[config.mk]
export PLATFORM = sky130hd
export DESIGN_NAME = wildcard_byte_signature_scan_flat
export DESIGN_NICKNAME = d
export VERILOG_FILES = /design/src/rtl/wbss_pkg.sv /design/src/rtl/wbss_stream_if.sv /design/src/rtl/wbss_cell.sv /design/src/rtl/wbss_chain.sv /design/src/rtl/wbss_apb_regs.sv /design/src/rtl/wildcard_byte_signature_scan.sv /design/src/flat_wrapper.sv
export VERILOG_INCLUDE_DIRS = /design/src /design/src/rtl
export SDC_FILE = /design/constraint.sdc
export NUM_CORES = 1
export LEC_CHECK = 0
export BUFFER_PORTS_ARGS = -buffer_cell sky130_fd_sc_hd__buf_4
export CORE_MARGIN = 4
export CORE_UTILIZATION = 56
export CTS_CLUSTER_DIAMETER = 40
export DETAILED_ROUTE_END_ITERATION = 10
export PLACE_DENSITY = 0.81
export SETUP_SLACK_MARGIN = 0.15
export SYNTH_ARGS = -nofsm -noshare
export SYNTH_HDL_FRONTEND = slang
export SYNTH_SLANG_ARGS = --single-unit
[constraint.sdc]
create_clock -name clk -period 8.4 [get_ports clk]
set_input_delay 1.68 -clock clk [delete_from_list [all_inputs] [get_ports clk]]
set_output_delay 1.68 -clock clk [all_outputs]
set_load 0.005 [all_outputs]
[src/rtl/wildcard_byte_signature_scan_macros.svh]
// Assertion macros for the wildcard byte signature scanner.
// Taken in by every RTL file that carries concurrent assertions.
`ifndef WILDCARD_BYTE_SIGNATURE_SCAN_MACROS_SVH
`define WILDCARD_BYTE_SIGNATURE_SCAN_MACROS_SVH

// Same-cycle implication, checked at every rising edge outside reset.
`define WBSS_ASSERT_SAME(label, clk, rst_n, ante, cons, msg) \
	label: assert property (@(posedge clk) disable iff (!rst_n) (ante) |-> (cons)) \
		else $error(msg);

// Next-cycle implication, checked at every rising edge outside reset.
`define WBSS_ASSERT_NEXT(label, clk, rst_n, ante, cons, msg) \
	label: assert property (@(posedge clk) disable iff (!rst_n) (ante) |=> (cons)) \
		else $error(msg);

`endif

[src/rtl/wbss_pkg.sv]
// Shared types and constants of the wildcard byte signature scanner.
// No dependencies; every other RTL file imports it.
package wbss_pkg;

	localparam int PATTERN_MAX_DEF = 32;
	localparam int SIG_REG_BYTES   = 32;
	localparam int CNT_W           = 32;
	localparam int LEN_W           = 7;
	localparam int APB_DATA_W      = 64;
	localparam int APB_ADDR_W      = 6;
	localparam int PLEN_W          = 6;

	localparam logic [CNT_W-1:0] COUNT_MAX = {CNT_W{1'b1}};

	typedef enum logic [2:0] {
		REG_PATTERN_0   = 3'd0,
		REG_PATTERN_1   = 3'd1,
		REG_PATTERN_2   = 3'd2,
		REG_PATTERN_3   = 3'd3,
		REG_CARE_MASK   = 3'd4,
		REG_PATTERN_LEN = 3'd5,
		REG_START_LIMIT = 3'd6
	} wbss_reg_idx_t;

	typedef struct packed {
		logic [3:0][63:0]      pattern;
		logic [31:0]           care_mask;
		logic [PLEN_W-1:0]     pattern_length;
		logic [CNT_W-1:0]      start_limit;
	} wbss_cfg_t;

	typedef struct packed {
		logic [7:0] sig;
		logic       care;
	} wbss_cell_cfg_t;

endpackage

[src/rtl/wbss_stream_if.sv]
// Channel interfaces of the scanner: byte input and result output.
// Depends on wbss_pkg for the counter width.
interface wbss_in_if import wbss_pkg::*; ();
	logic       valid;
	logic       ready;
	logic [7:0] data_byte;
	logic       last_byte;

	modport source (output valid, output data_byte, output last_byte, input ready);
	modport sink (input valid, input data_byte, input last_byte, output ready);
endinterface

interface wbss_out_if import wbss_pkg::*; ();
	logic             valid;
	logic             ready;
	logic             found;
	logic [CNT_W-1:0] match_offset;

	modport source (output valid, output found, output match_offset, input ready);
	modport sink (input valid, input found, input match_offset, output ready);
endinterface

[src/rtl/wbss_cell.sv]
// One cell of the match chain: holds the partial-match flag of one signature position.
// Depends on wbss_pkg for the cell configuration struct.
module wbss_cell import wbss_pkg::*; (
	input  logic           clk,
	input  logic           arst_n,
	input  logic           en,
	input  logic [7:0]     data_byte,
	input  wbss_cell_cfg_t cell_cfg,
	input  logic           prev_match,
	output logic           match_q
);

	logic byte_ok;

	assign byte_ok = !cell_cfg.care || (data_byte == cell_cfg.sig);

	// The flag says that signature positions 0 up to this one end at the newest byte.
	always_ff @(posedge clk or negedge arst_n) begin
		if (!arst_n) begin
			match_q <= 1'b0;
		end else if (en) begin
			match_q <= prev_match && byte_ok;
		end
	end

endmodule

[src/rtl/wbss_chain.sv]
// Row of match cells; each cell passes its flag to the next on every accepted byte.
// Depends on wbss_pkg and wbss_cell.
module wbss_chain import wbss_pkg::*; #(
	parameter int PATTERN_MAX = PATTERN_MAX_DEF
) (
	input  logic                                clk,
	input  logic                                arst_n,
	input  logic                                en,
	input  logic [7:0]                          data_byte,
	input  wbss_cell_cfg_t [PATTERN_MAX-1:0]    cell_cfg,
	output logic [PATTERN_MAX-1:0]              match_flags
);

	logic [PATTERN_MAX-1:0] prev_match;

	for (genvar gi = 0; gi < PATTERN_MAX; gi++) begin : g_cell
		if (gi == 0) begin : g_head
			assign prev_match[gi] = 1'b1;
		end else begin : g_body
			assign prev_match[gi] = match_flags[gi-1];
		end

		wbss_cell u_cell (
			.clk        (clk),
			.arst_n     (arst_n),
			.en         (en),
			.data_byte  (data_byte),
			.cell_cfg   (cell_cfg[gi]),
			.prev_match (prev_match[gi]),
			.match_q    (match_flags[gi])
		);
	end

endmodule

[src/rtl/wbss_apb_regs.sv]
// APB configuration registers of the scanner, 64-bit data, one register per 8 bytes.
// Depends on wbss_pkg for the register map and configuration struct.
module wbss_apb_regs import wbss_pkg::*; (
	input  logic                  clk,
	input  logic                  arst_n,
	input  logic                  psel,
	input  logic                  penable,
	input  logic                  pwrite,
	input  logic [APB_ADDR_W-1:0] paddr,
	input  logic [APB_DATA_W-1:0] pwdata,
	output logic [APB_DATA_W-1:0] prdata,
	output logic                  pready,
	output wbss_cfg_t             cfg
);

	wbss_cfg_t     cfg_q;
	wbss_reg_idx_t reg_idx;
	logic          wr_en;

	assign pready  = 1'b1;
	assign reg_idx = wbss_reg_idx_t'(paddr[APB_ADDR_W-1:3]);
	assign wr_en   = psel && penable && pwrite && pready;
	assign cfg     = cfg_q;

	always_ff @(posedge clk or negedge arst_n) begin
		if (!arst_n) begin
			cfg_q.pattern        <= '0;
			cfg_q.care_mask      <= '0;
			cfg_q.pattern_length <= PLEN_W'(1);
			cfg_q.start_limit    <= '0;
		end else if (wr_en) begin
			unique case (reg_idx)
				REG_PATTERN_0:   cfg_q.pattern[0] <= pwdata;
				REG_PATTERN_1:   cfg_q.pattern[1] <= pwdata;
				REG_PATTERN_2:   cfg_q.pattern[2] <= pwdata;
				REG_PATTERN_3:   cfg_q.pattern[3] <= pwdata;
				REG_CARE_MASK:   cfg_q.care_mask <= pwdata[31:0];
				REG_PATTERN_LEN: cfg_q.pattern_length <= pwdata[PLEN_W-1:0];
				REG_START_LIMIT: cfg_q.start_limit <= pwdata[CNT_W-1:0];
				default: ;
			endcase
		end
	end

	always_comb begin
		unique case (reg_idx)
			REG_PATTERN_0:   prdata = cfg_q.pattern[0];
			REG_PATTERN_1:   prdata = cfg_q.pattern[1];
			REG_PATTERN_2:   prdata = cfg_q.pattern[2];
			REG_PATTERN_3:   prdata = cfg_q.pattern[3];
			REG_CARE_MASK:   prdata = {32'd0, cfg_q.care_mask};
			REG_PATTERN_LEN: prdata = {{(APB_DATA_W-PLEN_W){1'b0}}, cfg_q.pattern_length};
			REG_START_LIMIT: prdata = {{(APB_DATA_W-CNT_W){1'b0}}, cfg_q.start_limit};
			default:         prdata = '0;
		endcase
	end

endmodule

[src/rtl/wildcard_byte_signature_scan.sv]
// Top level of the wildcard byte signature scanner: counter, match chain, result stage.
// Depends on wbss_pkg, the stream interfaces, wbss_chain, wbss_apb_regs and the macro header.
//
//   channel   direction  payload                     handshake
//   in_ch     sink       data_byte[7:0], last_byte   valid / ready
//   out_ch    source     found, match_offset[31:0]   valid / ready
//   apb       slave      64-bit registers at 8*i     psel / penable, pready tied high
//
// One byte per cycle sustained while the check stage is not stalled. The byte updates every cell
// of the chain at its accept edge; the check stage then selects the cell of the active length,
// checks count and start limit, and loads the output register once that register can advance.
// Reset clears the count, the chain flags and the pipeline; registers take their reset values.
// A held result stalls the check stage; input is refused only when that stage is also full.
`include "wildcard_byte_signature_scan_macros.svh"

module wildcard_byte_signature_scan import wbss_pkg::*; #(
	parameter int PATTERN_MAX = PATTERN_MAX_DEF
) (
	input  logic                  clk,
	input  logic                  arst_n,
	wbss_in_if.sink               in_ch,
	wbss_out_if.source            out_ch,
	input  logic                  psel,
	input  logic                  penable,
	input  logic                  pwrite,
	input  logic [APB_ADDR_W-1:0] paddr,
	input  logic [APB_DATA_W-1:0] pwdata,
	output logic [APB_DATA_W-1:0] prdata,
	output logic                  pready
);

	localparam int IDX_W = (PATTERN_MAX > 1) ? $clog2(PATTERN_MAX) : 1;

	wbss_cfg_t                        cfg;
	wbss_cell_cfg_t [PATTERN_MAX-1:0] cell_cfg;
	logic [PATTERN_MAX-1:0]           match_flags;

	logic             in_acc;
	logic             adv;
	logic [CNT_W-1:0] cnt_q;
	logic             ovf;
	logic             valid_s1;
	logic             last_s1;
	logic             ovf_s1;
	logic [CNT_W-1:0] cnt_s1;
	logic             reported_q;

	logic [LEN_W-1:0] act_len;
	logic [LEN_W-1:0] sel_idx;
	logic [CNT_W-1:0] len_ext;
	logic [CNT_W-1:0] start_pos;
	logic             eligible;
	logic             hit;
	logic             emit;

	logic             out_valid_q;
	logic             out_found_q;
	logic [CNT_W-1:0] out_offset_q;

	wbss_apb_regs u_regs (
		.clk     (clk),
		.arst_n  (arst_n),
		.psel    (psel),
		.penable (penable),
		.pwrite  (pwrite),
		.paddr   (paddr),
		.pwdata  (pwdata),
		.prdata  (prdata),
		.pready  (pready),
		.cfg     (cfg)
	);

	// Signature positions beyond the register file are wildcards.
	for (genvar gi = 0; gi < PATTERN_MAX; gi++) begin : g_cfg
		if (gi < SIG_REG_BYTES) begin : g_reg
			assign cell_cfg[gi].sig  = cfg.pattern[gi/8][(gi%8)*8 +: 8];
			assign cell_cfg[gi].care = cfg.care_mask[gi];
		end else begin : g_wild
			assign cell_cfg[gi].sig  = 8'd0;
			assign cell_cfg[gi].care = 1'b0;
		end
	end

	wbss_chain #(
		.PATTERN_MAX (PATTERN_MAX)
	) u_chain (
		.clk         (clk),
		.arst_n      (arst_n),
		.en          (in_acc),
		.data_byte   (in_ch.data_byte),
		.cell_cfg    (cell_cfg),
		.match_flags (match_flags)
	);

	assign adv          = !out_valid_q || out_ch.ready;
	assign in_ch.ready  = !valid_s1 || adv;
	assign in_acc       = in_ch.valid && in_ch.ready;
	assign ovf          = (cnt_q == COUNT_MAX);

	always_ff @(posedge clk or negedge arst_n) begin
		if (!arst_n) begin
			cnt_q    <= '0;
			valid_s1 <= 1'b0;
		end else begin
			if (in_acc) begin
				valid_s1 <= 1'b1;
				if (in_ch.last_byte) begin
					cnt_q <= '0;
				end else if (!ovf) begin
					cnt_q <= cnt_q + CNT_W'(1);
				end
			end else if (adv) begin
				valid_s1 <= 1'b0;
			end
		end
	end

	always_ff @(posedge clk) begin
		if (in_acc) begin
			last_s1 <= in_ch.last_byte;
			ovf_s1  <= ovf;
			cnt_s1  <= ovf ? cnt_q : cnt_q + CNT_W'(1);
		end
	end

	// A length of zero acts as one; a length beyond the chain acts as the full chain.
	always_comb begin
		if (cfg.pattern_length == '0) begin
			act_len = LEN_W'(1);
		end else if (LEN_W'(cfg.pattern_length) > LEN_W'(PATTERN_MAX)) begin
			act_len = LEN_W'(PATTERN_MAX);
		end else begin
			act_len = LEN_W'(cfg.pattern_length);
		end
	end

	assign sel_idx   = act_len - LEN_W'(1);
	assign len_ext   = CNT_W'(act_len);
	assign start_pos = cnt_s1 - len_ext;
	assign eligible  = !ovf_s1 && (cnt_s1 >= len_ext) && (start_pos < cfg.start_limit);
	assign hit       = eligible && !reported_q && match_flags[sel_idx[IDX_W-1:0]];
	assign emit      = hit || (last_s1 && !reported_q);

	always_ff @(posedge clk or negedge arst_n) begin
		if (!arst_n) begin
			out_valid_q <= 1'b0;
			reported_q  <= 1'b0;
		end else if (adv) begin
			out_valid_q <= valid_s1 && emit;
			if (valid_s1) begin
				reported_q <= !last_s1 && (reported_q || hit);
			end
		end
	end

	always_ff @(posedge clk) begin
		if (adv && valid_s1) begin
			out_found_q  <= hit;
			out_offset_q <= hit ? start_pos : '0;
		end
	end

	assign out_ch.valid        = out_valid_q;
	assign out_ch.found        = out_found_q;
	assign out_ch.match_offset = out_offset_q;

	`WBSS_ASSERT_SAME(a_notfound_zero, clk, arst_n, out_valid_q && !out_found_q,
		out_offset_q == '0, "not-found result carries a nonzero offset")
	`WBSS_ASSERT_SAME(a_found_below_limit, clk, arst_n, out_valid_q && out_found_q,
		out_offset_q < cfg.start_limit, "match offset not below start limit")
	`WBSS_ASSERT_NEXT(a_restart_count, clk, arst_n, in_acc && in_ch.last_byte,
		cnt_q == '0, "byte count not cleared after last byte")
	`WBSS_ASSERT_NEXT(a_stall_holds_s1, clk, arst_n, valid_s1 && !adv,
		valid_s1, "check stage dropped a request while stalled")

endmodule

[src/flat_wrapper.sv]
// flat-port wrapper written by rule: the top's interface ports become plain ports
module wildcard_byte_signature_scan_flat import wbss_pkg::*;
#(
	parameter int PATTERN_MAX = PATTERN_MAX_DEF
)
  (clk, arst_n, psel, penable, pwrite, paddr, pwdata, prdata, pready, in_ch_valid, in_ch_data_byte, in_ch_last_byte, in_ch_ready, out_ch_valid, out_ch_found, out_ch_match_offset, out_ch_ready);
  wbss_in_if in_ch_i ();
  wbss_out_if out_ch_i ();
  input  logic clk;
  input  logic arst_n;
  input  logic psel;
  input  logic penable;
  input  logic pwrite;
  input  logic [APB_ADDR_W-1:0] paddr;
  input  logic [APB_DATA_W-1:0] pwdata;
  output logic [APB_DATA_W-1:0] prdata;
  output logic pready;
  input wire logic [$bits(in_ch_i.valid)-1:0] in_ch_valid;
  input wire logic [$bits(in_ch_i.data_byte)-1:0] in_ch_data_byte;
  input wire logic [$bits(in_ch_i.last_byte)-1:0] in_ch_last_byte;
  output wire logic [$bits(in_ch_i.ready)-1:0] in_ch_ready;
  output wire logic [$bits(out_ch_i.valid)-1:0] out_ch_valid;
  output wire logic [$bits(out_ch_i.found)-1:0] out_ch_found;
  output wire logic [$bits(out_ch_i.match_offset)-1:0] out_ch_match_offset;
  input wire logic [$bits(out_ch_i.ready)-1:0] out_ch_ready;
  assign in_ch_i.valid = in_ch_valid;
  assign in_ch_i.data_byte = in_ch_data_byte;
  assign in_ch_i.last_byte = in_ch_last_byte;
  assign in_ch_ready = in_ch_i.ready;
  assign out_ch_valid = out_ch_i.valid;
  assign out_ch_found = out_ch_i.found;
  assign out_ch_match_offset = out_ch_i.match_offset;
  assign out_ch_i.ready = out_ch_ready;
  wildcard_byte_signature_scan #(.PATTERN_MAX(PATTERN_MAX)) u_core (.clk(clk), .arst_n(arst_n), .in_ch(in_ch_i), .out_ch(out_ch_i), .psel(psel), .penable(penable), .pwrite(pwrite), .paddr(paddr), .pwdata(pwdata), .prdata(prdata), .pready(pready));
endmodule
Word level (Yosys, flattened, before mapping)

Cells that the tools add are included.

Register bits: 460
Bits in latches: 0
Bits in writable memories: 0
Bits in read-only memories: 0
Input port bits: 86
Output and inout port bits: 100
Logic and storage cells: 229
Memories: 0

Add/sub/neg operators: 3
$mul: 0
Divide/modulo/power cells: 0
$lt $le $gt $ge: 4
Equality and inequality tests: 39
Shift-type cells: 0
Multiplexer cells: 9
Bitwise gates (word level): 0
Reduce and logical (&&, ||, !) cells: 126

Operators with widths:

| operator                | count |
|---|---|
| $pmux W64 S7            | 1 |
| $eq A8 B8 Y1            | 32 |
| $mux W32                | 2 |
| $logic_and A1 B1 Y1     | 42 |
| $logic_not A1 Y1        | 37 |
| $logic_or A1 B1 Y1      | 36 |
| $add A32 B1 Y32 const B | 1 |
| $eq A32 B32 Y1 const B  | 1 |
| $ge A32 B6 Y1           | 1 |
| $lt A32 B32 Y1          | 1 |
| $sub A32 B6 Y32         | 1 |
| $reduce_and A2 Y1       | 8 |
| $mux W6                 | 2 |
| $eq A3 B3 Y1 const B    | 3 |
| $eq A3 B2 Y1 const B    | 2 |
| $gt A6 B6 Y1 const B    | 1 |
| $logic_not A6 Y1        | 1 |
| $lt A5 B6 Y1 const B    | 1 |
| $bmux W1 S5             | 1 |
| $sub A5 B1 Y5 const B   | 1 |
| $eq A3 B1 Y1 const B    | 1 |
| $logic_not A3 Y1        | 1 |
| $mux W1                 | 3 |
| $reduce_bool A2 Y1      | 1 |

Longest topological paths before layout

Depth after elaboration: 10
Mapped depth: 23
Mapped depth without buffers: 19

Modules after synthesis

A second synthesis with hierarchy kept.

Cells, all modules: 2110
Area, all modules: 25642.1 sq um

By module, submodules not included:

| module                       | times used | cells an instance | area each (sq um) | seq. area each (sq um) |
|---|---|---|---|---|
| wbss_apb_regs                | 1          | 998               | 14969.4           | 8159.1 |
| wildcard_byte_signature_scan | 1          | 663               | 6585.1            | 2887.8 |
| wbss_cell                    | 32         | 14                | 127.6             | 25.0 |
| wbss_chain                   | 1          | 1                 | 3.8               | 0.0 |

Worst setup path after synthesis

OpenSTA, ideal clock, no wires.

Path kind: register to register
Start: register u_core.u_regs.cfg_q, in the netlist u_core.u_regs.cfg[34]
End: register u_core.out_offset_q[10], in the netlist u_core.out_ch.match_offset[10] (data pin)
Setup time: 149 ps
Data arrival time: 5696 ps
Required time: 8251 ps
Path slack: 2555 ps
Stages on the path, launching flop included: 24
Buffers on the path: 4
Clock period less this slack: 5845 ps
Cell sequence: dfrtp_1 > buf_6 > or4_4 > a21oi_4 > ha_1 > inv_1 > fa_1 > a211o_1 > a21oi_1 > o211ai_1 > or4_1 > clkbuf_1 > or4_1 > xnor2_1 > ha_1 > nand4_1 > nor2_1 > nand3_1 > a21oi_1 > or4_1 > or4_1 > buf_6 > buf_6 > nor3b_2

Word-level cells in the longest chain between the ends: 8
Elaborated cells between the ends (all ways): 14
Those cells by class: add/sub: 2; order compare: 3; mux: 4; reduce/logical: 5

Ends and longest elaborated chain:

| item                                | line                                | source |
|---|---|---|
| start: declaration                  | wbss_apb_regs.sv:16                 | `wbss_cfg_t cfg_q;` |
| $gt A6 B6 Y1                        | wildcard_byte_signature_scan.sv:130 | `end else if (LEN_W'(cfg.pattern_length) > LEN_W'(PATTERN_MAX)) begin` |
| $mux W6                             | wildcard_byte_signature_scan.sv:130 |  |
| $mux W6 *                           | wildcard_byte_signature_scan.sv:128 | `if (cfg.pattern_length == '0) begin` |
| $sub A32 B6 Y32 *                   | wildcard_byte_signature_scan.sv:139 | `assign start_pos = cnt_s1 - len_ext;` |
| named net u_core.start_pos[22]      | wildcard_byte_signature_scan.sv:51  | `logic [CNT_W-1:0] start_pos;` |
| $lt A32 B32 Y1 *                    | wildcard_byte_signature_scan.sv:140 | `assign eligible = !ovf_s1 && (cnt_s1 >= len_ext) && (start_pos < cfg.start_limit);` |
| $logic_and A1 B1 Y1 *               | wildcard_byte_signature_scan.sv:140 |  |
| $logic_and A1 B1 Y1 * (2 in series) | wildcard_byte_signature_scan.sv:141 | `assign hit = eligible && !reported_q && match_flags[sel_idx[IDX_W-1:0]];` |
| end signal: assignment              | wildcard_byte_signature_scan.sv:159 | `out_offset_q <= hit ? start_pos : '0;` |
| end: declaration                    | wildcard_byte_signature_scan.sv:58  | `logic [CNT_W-1:0] out_offset_q;` |

Mark *: on every way through the listed nets, which the timed path passes. The rest lies on a longest branch. The select of a mux whose other input is x is not followed.
A chain may end at the register's enable or synchronous reset.

Worst setup path in the final report

Start: register u_core.u_regs.cfg_q, in the netlist u_core.u_regs.cfg[34]
End: register u_core.out_offset_q[4], in the netlist u_core.out_ch.match_offset[4] (data pin)

Same word-level chain as after synthesis.

==> out/metrics.cfg <==
[die]
die_h_um = 218
row_count = 76
core_area_um2 = 43400
start_util_pct = 57.1
ios = 186
design.die.area_um2 = 47600
fp.dieW_um = 218

[yosys]
synthesis.area_um2 = 24800
syn_avg_cell_area_um2 = 11.2
synth-seq-cells = 460
synth.top_cell.area_share_pct = 39.6
synthArstFlopShare_pct = 85.4
syn_nets = 2337
ys.flop_type = dfrtp_1
yosysWarnings = 0
synth.distinct_cells = 74
ys_seq_area_share_pct = 47.9
syn_inst = 2211
yosysMostFrequentCell = dfrtp_1
yosys-top-cells-count = dfrtp_1 (392), mux2_2 (296), xnor2_1 (282)
yosysTopAreaCell = dfrtp_1
synth_area_leaders = dfrtp_1 (40%), mux2_2 (13%), xnor2_1 (10%)
synth_edf_count = 67

[critical_path]
endpoint = u_core.out_ch.match_offset[4]
startpoint = u_core.u_regs.cfg[34]
criticalPathCategory = reg2reg
cp-end-kind = flop
r2r_slack_ns = 1.16
critPathArrivalTime_ns = 7.71
crit_slowest_cell = or4_2
slowest_delay_ns = 1.03
cp.required_ns = 8.87
reg2reg_to = u_core.out_ch.match_offset[4]
r2r_cells = 20
worst_setup_path_start_kind = flop
cp_max_fo = 35
r2r_start = u_core.u_regs.cfg[34]
path_cells = or4_4 > a21oi_4 > ha_1 > inv_1 > fa_1 > a211o_1 > a21oi_1 > o211ai_1 > buf_4 > or4_1 > or3_1 > xnor2_1 > ha_1 > nand4_1 > nor3_1 > nand3_1 > nor3_1 > or4_1 > or4_2 > and4bb_2

[clock_network]
clk_root_buffer_cell = clkbuf_16
cts_setup_buffers = 0
clockBufferDepth = 3
clkLatencyLatePin_ns = 0.60
clk_pin_slew_worst_paths_ns = 0.06
postCtsHoldBufs = 0
cts_buffers = 70
cts_tree = built
cts-htree-levels = 3
cts_resized = 0
cts.sinks = 460

[place]
dp.cells = 2855
gp_congestion = 0.883
placed_cell_area_um2 = 26500
io_buffers = 181
dpl.hpwl_um = 47400
place_ws_ns = 1.27

[route]
dr.pass1.iters = 6
drc = 0
num_vias = 19300
drt_iter0_drc = 2193
via_per_inst = 6.45
postRouteAntennaNets = 0
wire_per_inst_um = 24.8
wl_um = 73900

[global_route]
antenna_found_initial = 9
grt_pass1_vias = 19400
grt_max_degree = 182
globalRouteTotalUtil_pct = 30.9
overflow = 0
grt_pass1_wl_um = 115000

[power_and_ir_drop]
p_sw_share_pct = 31.1
ir_drop_mv = 0.235
power_switching_w = 0.00248
power_frac_clock_pct = 38.6
seq_power_share_pct = 39.1
combPwrFrac_pct = 22.3
p_int_w = 0.00550
p_leak_nw = 12.2
finalPower_w = 0.00798
power_density_nw_per_um2 = 275

[timing]
setup_violations = 0
relSlewSlack_pct = 4.02
period_needed_ns = 7.24
fmax_mhz = 138
setup_tns_ns = 0
rsz0062_at_grt = no
fin_skew_ns = 0.0176
worstMarginPinSlew_ns = 1.43
setup_slack_ns = 1.16
drv_slew = 0
min_period_over_period_pct = 86.2
final-hold-violation-count = 0

[cells_and_area]
area_delta_synth_final_pct = 17.0
fin_cells = 2984
layout.nets = 2468
layout-drive-gt1-share_pct = 28.3
postLayoutCellArea_um2 = 29000
fillers = 3128

[hold_path]
hp-class = reg2reg

[job]
cap_viol_max_count = 0

[outcome]
status = finished, final reports clean

==> kinds of logic after synthesis <==
| family | Yosys count | share of synthesized area [%] |
|---|---|---|
| simple gates | 522 | 11.4 |
| flops | 460 | 47.9 |
| compound gates | 368 | 9.79 |
| mux | 317 | 14.6 |
| xor+xnor | 314 | 11.1 |
| buf+inv | 189 | 3.15 |
| fa+ha+maj | 40 | 2.05 |
| other cells | 1 | 0.0151 |
==> state kept, by name (all words and copies together), names as in the netlist <==
signal,cells
u_core.out_ch.valid,1
u_core.reported_q,1
u_core.valid_s1,1
u_core.cnt_s1,32
u_core.cnt_q,32
u_core.last_s1,1
u_core.ovf_s1,1
u_core.out_ch.match_offset,32
u_core.out_ch.found,1
u_core.u_chain.g_cell.u_cell.match_q,32
u_core.u_regs.cfg,326
==> metal layers <==
layer | vias up | GRT usage [%] | part of all wire (%)
li1 | 8290 | - | -
met1 | 9682 | 41.2 | 39
met2 | 1057 | 50.0 | 48
met3 | 217 | 6.56 | 9.1
met4 | 10 | 11.9 | 4.0
met5 | - | 0 | 0.084
==> worst min path at each step <==
stage,depth (start not counted),startpoint,slack [ns],endpoint
final,2,u_core.u_chain.g_cell[31].u_cell.match_q,0.50,u_core.u_chain.g_cell[31].u_cell.match_q
after floorplan,2,u_core.u_chain.g_cell[31].u_cell.match_q,0.44,u_core.u_chain.g_cell[31].u_cell.match_q
after global placement,2,u_core.u_chain.g_cell[31].u_cell.match_q,0.46,u_core.u_chain.g_cell[31].u_cell.match_q
after detailed placement,2,u_core.u_chain.g_cell[31].u_cell.match_q,0.48,u_core.u_chain.g_cell[31].u_cell.match_q
after global routing,2,u_core.u_chain.g_cell[31].u_cell.match_q,0.51,u_core.u_chain.g_cell[31].u_cell.match_q
after CTS,2,u_core.u_chain.g_cell[31].u_cell.match_q,0.49,u_core.u_chain.g_cell[31].u_cell.match_q
==> critical path, delay by kind of cell (launching register included) <==
family / cells / cell delay [ns]
buf+inv: 2 / 0.24
xor+xnor: 1 / 0.25
fa+ha+maj: 3 / 0.99
flops: 1 / 0.51
simple gates: 10 / 4.19
compound gates: 4 / 0.91
==> power groups by stage <==
stage | registers, W | logic, W | clock network (W)
3_3_place_gp | 0.00311 | 0.00170 | 0
2_1_floorplan | 0.00300 | 0.00122 | 0
4_1_cts | 0.00310 | 0.00178 | 0.00310
6_report | 0.00312 | 0.00178 | 0.00308
3_5_place_dp | 0.00313 | 0.00175 | 0
5_1_grt | 0.00316 | 0.00194 | 0.00320
==> cell type report <==
class / instances / area (um^2) / share of cell area, %
Clock buffer: 87 / 2000 / 6.91
Sequential cell: 460 / 11800 / 40.9
Clock inverter: 39 / 479 / 1.65
Tap cell: 585 / 732 / 2.53
Timing Repair Buffer: 199 / 1510 / 5.22
Multi-Input combinational cell: 1562 / 12200 / 42.1
Antenna cell: 3 / 7.51 / 0.0259
Inverter: 49 / 184 / 0.635
==> per-stage QoR <==
stage	hold WS, ns	utilization [%]
5_1_grt	0.510	66.8
4_1_cts	0.494	66.8
6_report	0.503	66.8
2_1_floorplan	0.438	-
3_3_place_gp	0.456	61.1
3_5_place_dp	0.483	61.1
==> cells in the final DEF (no fill, tap or decap), types with 10 or more instances in the layout <==
cell type,synthesis,routed
o21ai_0,113,113
clkbuf_16,0,75
ha_1,39,39
xor2_1,32,32
nor4_1,15,14
nor3b_2,27,29
mux2_2,296,296
inv_1,48,48
nor3_1,18,17
mux2i_1,16,16
xnor2_1,282,282
a22oi_1,146,146
inv_6,0,10
o31ai_1,23,23
edfxtp_1,67,67
a31oi_1,11,11
buf_4,2,197
nand4_1,71,71
nor2_1,51,46
nand2_1,190,189
dfrtp_1,392,392
a21oi_1,37,37
nand3_1,72,72
Power figures use the tool's default switching activity.
